## config.mk

```make
export PLATFORM = sky130hd
export DESIGN_NAME = fixed_block_pool_allocator
export DESIGN_NICKNAME = d
export VERILOG_FILES = /design/src/rtl/fbpa_pkg.sv /design/src/rtl/fbpa_stack.sv /design/src/rtl/fbpa_divider.sv /design/src/rtl/fixed_block_pool_allocator.sv
export SDC_FILE = /design/constraint.sdc
export NUM_CORES = 2
export LEC_CHECK = 0
export ABC_AREA = 0
export BUFFER_PORTS_ARGS = -buffer_cell sky130_fd_sc_hd__buf_2
export CORE_MARGIN = 1
export CORE_UTILIZATION = 30
export DETAILED_ROUTE_END_ITERATION = 12
export PLACE_DENSITY = 0.41
export SYNTH_ARGS = -nofsm -noshare
export SYNTH_HDL_FRONTEND = slang
export SYNTH_HIERARCHICAL = 1
export SYNTH_SLANG_ARGS = --single-unit
```

## constraint.sdc

```tcl
create_clock -name clk -period 15.8 [get_ports clk]
set_input_delay 0.79 -clock clk [delete_from_list [all_inputs] [get_ports clk]]
set_output_delay 0.79 -clock clk [all_outputs]
set_load 0.005 [all_outputs]
```

## src/rtl/fbpa_pkg.sv

```systemverilog
`timescale 1ns / 1ps
// ----------------------------------------------------------------------------
// fbpa_pkg
// Shared widths, codes, types and helper functions for the block pool
// allocator.
// ----------------------------------------------------------------------------
package fbpa_pkg;

    localparam int ADDR_W     = 48;
    localparam int MAX_BLOCKS = 256;
    localparam int ALIGNMENT  = 16;
    localparam int IDX_W      = $clog2(MAX_BLOCKS);
    localparam int CNT_W      = $clog2(MAX_BLOCKS + 1);
    localparam int REQ_W      = 17;
    localparam int BS_W       = REQ_W + 1;
    localparam int SPAN_W     = BS_W + CNT_W;
    localparam int REM_W      = SPAN_W;
    localparam int STEP_W     = (IDX_W > 1) ? $clog2(IDX_W) : 1;
    localparam int CFG_IDX_W  = 2;
    localparam int ST_W       = 3;

    localparam logic [ADDR_W-1:0] BASE_RST  = ADDR_W'(65536);
    localparam logic [REQ_W-1:0]  BSIZE_RST = REQ_W'(16);
    localparam logic [CNT_W-1:0]  NBLK_RST  = CNT_W'(256);

    typedef enum logic [ST_W-1:0] {
        ST_OK       = 3'd0,
        ST_EMPTY    = 3'd1,
        ST_FOREIGN  = 3'd2,
        ST_OVERFLOW = 3'd3,
        ST_NULL     = 3'd4
    } status_t;

    typedef enum logic [CFG_IDX_W-1:0] {
        CFG_BASE  = 2'd0,
        CFG_BSIZE = 2'd1,
        CFG_NBLK  = 2'd2
    } cfg_idx_t;

    typedef enum logic [2:0] {
        S_IDLE,
        S_PREP,
        S_CHECK,
        S_MUL,
        S_ADD,
        S_DIV,
        S_FIN
    } fsm_t;

    typedef struct packed {
        logic             clear;
        logic             rd_en;
        logic [IDX_W-1:0] rd_addr;
        logic             wr_en;
        logic [IDX_W-1:0] wr_addr;
        logic [IDX_W-1:0] wr_data;
    } stack_req_t;

    // block size rounded up to the alignment, zero counts as one
    function automatic logic [BS_W-1:0] eff_bsize(input logic [REQ_W-1:0] req);
        logic [BS_W-1:0] r;
        r = (req == '0) ? BS_W'(1) : {1'b0, req};
        r = r + BS_W'(ALIGNMENT - 1);
        return r & ~BS_W'(ALIGNMENT - 1);
    endfunction

    // capacity clamped to one .. MAX_BLOCKS
    function automatic logic [CNT_W-1:0] eff_cap(input logic [CNT_W-1:0] n);
        logic [CNT_W-1:0] c;
        c = n;
        if (n == '0)
            c = CNT_W'(1);
        else if (n > CNT_W'(MAX_BLOCKS))
            c = CNT_W'(MAX_BLOCKS);
        return c;
    endfunction

endpackage

```

## src/rtl/fbpa_stack.sv

```systemverilog
`timescale 1ns / 1ps
// ----------------------------------------------------------------------------
// fbpa_stack
// Free index stack storage with registered read. A per-entry valid bit
// makes an unwritten entry read as its own index, so a reload clears the valid bits only.
// ----------------------------------------------------------------------------
module fbpa_stack
(
    input  logic                     clk,
    input  logic                     rst_n,
    input  fbpa_pkg::stack_req_t     req,
    output logic [fbpa_pkg::IDX_W-1:0] rd_value
);
    import fbpa_pkg::*;

    logic [IDX_W-1:0]      mem [MAX_BLOCKS];
    logic [MAX_BLOCKS-1:0] valid_reg;
    logic [IDX_W-1:0]      rd_data_reg;
    logic [IDX_W-1:0]      rd_addr_reg;
    logic                  hit_reg;

    always_ff @(posedge clk or negedge rst_n)
    begin
        if (!rst_n)
        begin
            valid_reg <= '0;
        end
        else if (req.clear)
        begin
            valid_reg <= '0;
        end
        else if (req.wr_en)
        begin
            valid_reg[req.wr_addr] <= 1'b1;
        end
    end

    always_ff @(posedge clk)
    begin
        if (req.wr_en)
        begin
            mem[req.wr_addr] <= req.wr_data;
        end
        if (req.rd_en)
        begin
            rd_data_reg <= mem[req.rd_addr];
            rd_addr_reg <= req.rd_addr;
            hit_reg     <= valid_reg[req.rd_addr];
        end
    end

    assign rd_value = hit_reg ? rd_data_reg : rd_addr_reg;

endmodule

```

## src/rtl/fbpa_divider.sv

```systemverilog
`timescale 1ns / 1ps
// ----------------------------------------------------------------------------
// fbpa_divider
// Restoring divider, one quotient bit per cycle. The quotient is known to
// stay below MAX_BLOCKS, so IDX_W steps cover it.
// ----------------------------------------------------------------------------
module fbpa_divider
(
    input  logic                        clk,
    input  logic                        rst_n,
    input  logic                        start,
    input  logic [fbpa_pkg::REM_W-1:0]  dividend,
    input  logic [fbpa_pkg::BS_W-1:0]   divisor,
    output logic                        done,
    output logic [fbpa_pkg::IDX_W-1:0]  quotient,
    output logic                        exact
);
    import fbpa_pkg::*;

    logic              busy_reg;
    logic              done_reg;
    logic [STEP_W-1:0] step_reg;
    logic [REM_W-1:0]  rem_reg;
    logic [REM_W-1:0]  rem_next;
    logic [REM_W-1:0]  dsr_reg;
    logic [IDX_W-1:0]  q_reg;
    logic [IDX_W-1:0]  q_next;
    logic [REM_W:0]    diff;

    always_comb
    begin
        diff = {1'b0, rem_reg} - {1'b0, dsr_reg};
        if (!diff[REM_W])
        begin
            rem_next = diff[REM_W-1:0];
            q_next   = IDX_W'({q_reg, 1'b1});
        end
        else
        begin
            rem_next = rem_reg;
            q_next   = IDX_W'({q_reg, 1'b0});
        end
    end

    always_ff @(posedge clk or negedge rst_n)
    begin
        if (!rst_n)
        begin
            busy_reg <= 1'b0;
            done_reg <= 1'b0;
            step_reg <= '0;
        end
        else
        begin
            done_reg <= 1'b0;
            if (start)
            begin
                busy_reg <= 1'b1;
                step_reg <= STEP_W'(IDX_W - 1);
            end
            else if (busy_reg)
            begin
                step_reg <= step_reg - STEP_W'(1);
                if (step_reg == '0)
                begin
                    busy_reg <= 1'b0;
                    done_reg <= 1'b1;
                end
            end
        end
    end

    always_ff @(posedge clk)
    begin
        if (start)
        begin
            rem_reg <= dividend;
            dsr_reg <= REM_W'({divisor, {(IDX_W - 1){1'b0}}});
            q_reg   <= '0;
        end
        else if (busy_reg)
        begin
            rem_reg <= rem_next;
            dsr_reg <= dsr_reg >> 1;
            q_reg   <= q_next;
        end
    end

    assign done     = done_reg;
    assign quotient = q_reg;
    assign exact    = (rem_reg == '0);

endmodule

```

## src/rtl/fixed_block_pool_allocator.sv

```systemverilog
`timescale 1ns / 1ps
// ----------------------------------------------------------------------------
// fixed_block_pool_allocator
// Fixed-size block pool kept as a LIFO stack of free block indices.
// ----------------------------------------------------------------------------
// A command is taken when start is high and busy is low; its single result
// shows on granted_address, status and free_count for one cycle with done
// high and must be captured then. An allocate passes through the prep
// (offset), check (and stack read), multiply and add states, and done rises
// as busy falls; an empty pool, a null return or a return outside the pool
// span answers from the check state. A free that reaches the divider goes
// on through the bit-serial divider, which turns the address offset into a
// block index, and then a finish state. Register writes are taken whenever
// busy and start are both low and reload the free stack at once, so the pool
// is full again after any write to a known register index.
// ----------------------------------------------------------------------------
module fixed_block_pool_allocator
(
    input  logic                              clk,
    input  logic                              rst_n,
    input  logic                              start,
    output logic                              busy,
    input  logic                              action,
    input  logic [fbpa_pkg::ADDR_W-1:0]       return_address,
    output logic                              done,
    output logic [fbpa_pkg::ADDR_W-1:0]       granted_address,
    output logic [fbpa_pkg::ST_W-1:0]         status,
    output logic [fbpa_pkg::CNT_W-1:0]        free_count,
    input  logic                              cfg_valid,
    output logic                              cfg_ready,
    input  logic [fbpa_pkg::CFG_IDX_W-1:0]    cfg_index,
    input  logic [fbpa_pkg::ADDR_W-1:0]       cfg_data
);
    import fbpa_pkg::*;

    fsm_t              state_reg, state_next;
    logic [ADDR_W-1:0] base_reg;
    logic [REQ_W-1:0]  req_reg;
    logic [CNT_W-1:0]  nblk_reg;
    logic [CNT_W-1:0]  count_reg, count_next;
    logic              action_reg;
    logic [ADDR_W-1:0] addr_reg;
    logic [ADDR_W-1:0] off_reg;
    logic [SPAN_W-1:0] span_reg;
    logic [SPAN_W-1:0] prod_reg;
    logic              done_reg, done_next;
    logic [ADDR_W-1:0] granted_reg, granted_next;
    status_t           status_reg, status_next;
    logic [CNT_W-1:0]  free_reg;

    logic [BS_W-1:0]   bsize;
    logic [CNT_W-1:0]  cap;
    logic [CNT_W-1:0]  nblk_new;
    logic              cfg_wr;
    logic              cfg_known;
    cfg_idx_t          cfg_sel;
    stack_req_t        stk;
    logic [IDX_W-1:0]  stk_value;
    logic              div_start;
    logic              div_done;
    logic [IDX_W-1:0]  div_q;
    logic              div_exact;

    assign bsize     = eff_bsize(req_reg);
    assign cap       = eff_cap(nblk_reg);
    assign busy      = (state_reg != S_IDLE);
    // a command word has priority over a register write in the same cycle
    assign cfg_ready = (state_reg == S_IDLE) && !start;
    assign cfg_wr    = cfg_valid && cfg_ready;
    assign cfg_sel   = cfg_idx_t'(cfg_index);
    assign cfg_known = (cfg_sel == CFG_BASE) || (cfg_sel == CFG_BSIZE) || (cfg_sel == CFG_NBLK);
    assign nblk_new  = (cfg_sel == CFG_NBLK) ? cfg_data[CNT_W-1:0] : nblk_reg;

    fbpa_stack u_stack
    (
        .clk      (clk),
        .rst_n    (rst_n),
        .req      (stk),
        .rd_value (stk_value)
    );

    fbpa_divider u_div
    (
        .clk      (clk),
        .rst_n    (rst_n),
        .start    (div_start),
        .dividend (off_reg[REM_W-1:0]),
        .divisor  (bsize),
        .done     (div_done),
        .quotient (div_q),
        .exact    (div_exact)
    );

    always_comb
    begin
        state_next   = state_reg;
        count_next   = count_reg;
        stk          = '0;
        div_start    = 1'b0;
        done_next    = 1'b0;
        granted_next = '0;
        status_next  = ST_OK;
        unique case (state_reg)
            S_IDLE:
            begin
                if (cfg_wr && cfg_known)
                begin
                    stk.clear  = 1'b1;
                    count_next = eff_cap(nblk_new);
                end
                else if (start)
                begin
                    state_next = S_PREP;
                end
            end
            S_PREP:
            begin
                state_next = S_CHECK;
            end
            S_CHECK:
            begin
                if (!action_reg)
                begin
                    if (count_reg == '0)
                    begin
                        done_next   = 1'b1;
                        status_next = ST_EMPTY;
                        state_next  = S_IDLE;
                    end
                    else
                    begin
                        count_next  = count_reg - CNT_W'(1);
                        stk.rd_en   = 1'b1;
                        stk.rd_addr = IDX_W'(count_reg - CNT_W'(1));
                        state_next  = S_MUL;
                    end
                end
                else if (addr_reg == '0)
                begin
                    done_next   = 1'b1;
                    status_next = ST_NULL;
                    state_next  = S_IDLE;
                end
                else if (off_reg >= ADDR_W'(span_reg))
                begin
                    done_next   = 1'b1;
                    status_next = ST_FOREIGN;
                    state_next  = S_IDLE;
                end
                else
                begin
                    div_start  = 1'b1;
                    state_next = S_DIV;
                end
            end
            S_MUL:
            begin
                state_next = S_ADD;
            end
            S_ADD:
            begin
                done_next    = 1'b1;
                granted_next = base_reg + ADDR_W'(prod_reg);
                state_next   = S_IDLE;
            end
            S_DIV:
            begin
                if (div_done)
                    state_next = S_FIN;
            end
            S_FIN:
            begin
                done_next  = 1'b1;
                state_next = S_IDLE;
                if (!div_exact)
                begin
                    status_next = ST_FOREIGN;
                end
                else if (count_reg >= cap)
                begin
                    status_next = ST_OVERFLOW;
                end
                else
                begin
                    stk.wr_en   = 1'b1;
                    stk.wr_addr = IDX_W'(count_reg);
                    stk.wr_data = div_q;
                    count_next  = count_reg + CNT_W'(1);
                end
            end
            default:
            begin
                state_next = S_IDLE;
            end
        endcase
    end

    always_ff @(posedge clk or negedge rst_n)
    begin
        if (!rst_n)
        begin
            state_reg <= S_IDLE;
            count_reg <= eff_cap(NBLK_RST);
            base_reg  <= BASE_RST;
            req_reg   <= BSIZE_RST;
            nblk_reg  <= NBLK_RST;
            done_reg  <= 1'b0;
        end
        else
        begin
            state_reg <= state_next;
            count_reg <= count_next;
            done_reg  <= done_next;
            if (cfg_wr)
            begin
                unique case (cfg_sel)
                    CFG_BASE:  base_reg <= cfg_data;
                    CFG_BSIZE: req_reg  <= cfg_data[REQ_W-1:0];
                    CFG_NBLK:  nblk_reg <= cfg_data[CNT_W-1:0];
                    default:   ;
                endcase
            end
        end
    end

    always_ff @(posedge clk)
    begin
        if (start && !busy)
        begin
            action_reg <= action;
            addr_reg   <= return_address;
        end
        if (state_reg == S_PREP)
        begin
            off_reg  <= addr_reg - base_reg;
            span_reg <= SPAN_W'(bsize) * SPAN_W'(cap);
        end
        if (state_reg == S_MUL)
        begin
            prod_reg <= SPAN_W'(stk_value) * SPAN_W'(bsize);
        end
        if (done_next)
        begin
            granted_reg <= granted_next;
            status_reg  <= status_next;
            free_reg    <= count_next;
        end
    end

    assign done            = done_reg;
    assign granted_address = granted_reg;
    assign status          = status_reg;
    assign free_count      = free_reg;

endmodule

```

==> flow_summary.ini <==
[sta]
setup_violations = 0
holdWs_ns = 0.0845
tightest_slew_ns = 1.40
finalMaxSlewViolations = 0
post-route-min-period_ns = 7.54
period_share_pct = 47.7
slew_headroom_pct = 6.28
timing.final.hold_violations = 0
setup-tns-final_ns = 0
clock.fmax_mhz = 133
grt_setup_unrepaired = no
fin_worst_skew_ns = 0.0878

[clocking]
cts_resized = 0
clock-root-buffer = clkbuf_16
clock_path_buffers = 4
cts_buffers = 308
clk_pin_slew_worst_paths_ns = 0.06
clock_sinks = 2675
hold_buffers = 16
h-tree-depth = 5
cts_tree = done
clock_latency_ns = 0.94
cts_setup_buffers = 0

[die]
io_pins = 166
start_util_pct = 30.2
rows = 230
die_area_mm2 = 0.398
core_area_mm2 = 0.393
die_w_um = 631
die_h_um = 631

[worst_setup_path]
path_cells = or4_1, nor4_1, nor2_1, nor2_1, buf_4, ha_1, nand2b_1, a21o_1, a21o_1, a21o_1, a21oi_1, o21a_1, o21ai_1, nor3_2, nand4_1, or2_2, buf_4, nor2_1
crit_fanout = 13
worstPathArrival_ns = 8.02
crit_path_end_kind = flop
cp_slowest_stage_delay_ns = 1.01
critPathKind = flop to flop
slowest_stage = nor2_1
start_kind = flop
cp.required_ns = 16.28

[synth]
synth_top_area_cell = edfxtp_1
synth_flop_cell = edfxtp_1
synth_cell_types = 122
syn_area_mm2 = 0.119
synthArstFlopShare_pct = 13.0
netlist_top_cells_count = edfxtp_1, nor2_1, mux4_2
netlist_instances = 7550
postSynthAreaPerCell_um2 = 15.7
synth_seq_cells = 2675
synth_edf_count = 2312
synth_top_area_share_pct = 58.5
synth.most_common_cell = edfxtp_1
seq_area_frac_synth_pct = 66.1
ys_warn_count = 6
synthTopCellsByArea = edfxtp_1, dfrtp_1, mux4_2

[detailed_routing]
drc_errors = 0
via_per_inst = 5.12
ant_nets = 0
num_vias = 68200
wl_mm = 378
drt_iter0_drc = 6324
firstDrtPassIters = 6
detail_route.wl_per_cell_um = 28.4

[final_layout]
drive_gt1_share_pct = 17.0
finalNetCount = 8306
synthToLayoutAreaGrowth_pct = 14.4
largest_reg_flops = 2048
n_fill_cell = 37900
utilization_pct = 34.5
final_cells = 13300
fin_area_mm2 = 0.136

[placed_design]
place.port_buffers = 165
dp_cells = 12700
gp_congestion = 0.810
hpwlAfterDp_mm = 247
place_area_mm2 = 0.125

[grt]
grt_antenna_before_repair = 27
grt_pass1_vias = 68500
grt_start_max_net_pins = 181
grt_util_all_layers_pct = 18.6
grt-ovfl-total = 0
grt_first_pass_wirelength_mm = 533

[power]
total_leakage_power_nw = 41.1
ir_drop_uv = 239
power_density_mw_per_mm2 = 182

[status]
status = finished clean

[worst_hold_path]
holdCritPathClass = primary input to flop

[flow_run]
maxCapViolations = 0
where the power goes:
group / internal (W) / switching (W) / total (W) / leakage [nW]
Clock: 0.00427 / 0.00302 / 0.00729 / 5.01
Combinational: 0.00324 / 0.00545 / 0.00869 / 14.8
Sequential: 0.00837 / 0.000348 / 0.00872 / 21.4
final cells by class:
cell class	count	area (um2)	share of cell area, %
well taps	5220	6530	4.81
clock inverters	157	1810	1.33
diodes	15	37.5	0.0277
repair buffers	346	2380	1.76
inverters	367	1380	1.02
clock buffers	412	8500	6.26
flip-flops and latches	2675	78400	57.8
multi-input cells	4128	36600	27.0
cell usage in the layout (no fill, tap or decap), types with 28 or more instances in the layout:
cell type	n
nor4_1	55
a211oi_1	28
clkbuf_1	72
mux4_2	382
a22oi_1	171
dfrtp_1	344
clkbuf_16	315
nand2b_1	29
bufinv_16	28
buf_4	153
ha_1	217
buf_2	164
o22ai_1	39
and2_1	112
mux2_2	40
nor2b_1	41
a21o_1	54
nand2_1	336
edfxtp_1	2312
a21oi_1	248
nor2_1	960
o21ai_0	158
nand4_1	34
mux4_1	107
xnor2_1	91
o221ai_1	46
clkinv_2	53
nand3_1	78
fa_1	160
inv_1	353
xor2_1	35
mux2i_1	198
o21ba_2	30
nor3_1	62
clkinv_1	38
kinds of logic after synthesis:
kind of cell             count (synthesis)  share of synthesized area, %
flip-flops                            2675                          66.1
buffers and inverters                  750                          3.19
other                                    1                       0.00316
XOR/XNOR                               131                         0.993
AND/OR/NAND/NOR                       1861                          7.05
multiplexers                           728                          11.7
AO/OA/AOI/OAI                         1027                          5.94
adder cells (fa/ha/maj)                377                          4.99
routing by layer:
metal	up-vias	wire length (um)	global-route usage, %
met5	-	66	0
met4	10	7180	3.91
met3	384	22800	3.04
met2	2010	171000	28.7
met1	36300	177000	27.6
li1	29400	-	-
per-stage QoR:
step | worst slack (ns) | total power (W)
3_5_place_dp | 8.37 | 0.0176
3_3_place_gp | 8.08 | 0.0177
5_1_grt | 7.95 | 0.0262
6_report | 8.26 | 0.0247
4_1_cts | 8.35 | 0.0250
2_1_floorplan | 8.09 | 0.0146
critical path, delay by kind of cell (launching register included):
kind,cells,cell delay (ns)
adder cells (fa/ha/maj),1,0.26
buffers and inverters,2,0.57
AO/OA/AOI/OAI,6,1.15
AND/OR/NAND/NOR,9,4.73
flip-flops,1,0.40
worst paths after layout:
| check | startpoint | end | slack [ns] | cells past startpoint |
|---|---|---|---|---|
| max | nblk_reg[2] | u_stack/mem[191][0] | 8.26 | 18 |
| min | return_address[46] | addr_reg[46] | 0.08 | 1 |
| max reg2reg | nblk_reg[2] | u_stack/mem[191][0] | 8.26 | 18 |
| min reg2reg | u_stack/valid_reg[157] | u_stack/valid_reg[157] | 0.49 | 2 |
| max in group asynchronous | rst_n | u_stack/valid_reg[87] | 12.58 | 5 |
| min in group asynchronous | rst_n | u_stack/valid_reg[154] | 0.38 | 2 |
Power figures use the tool's default switching activity.
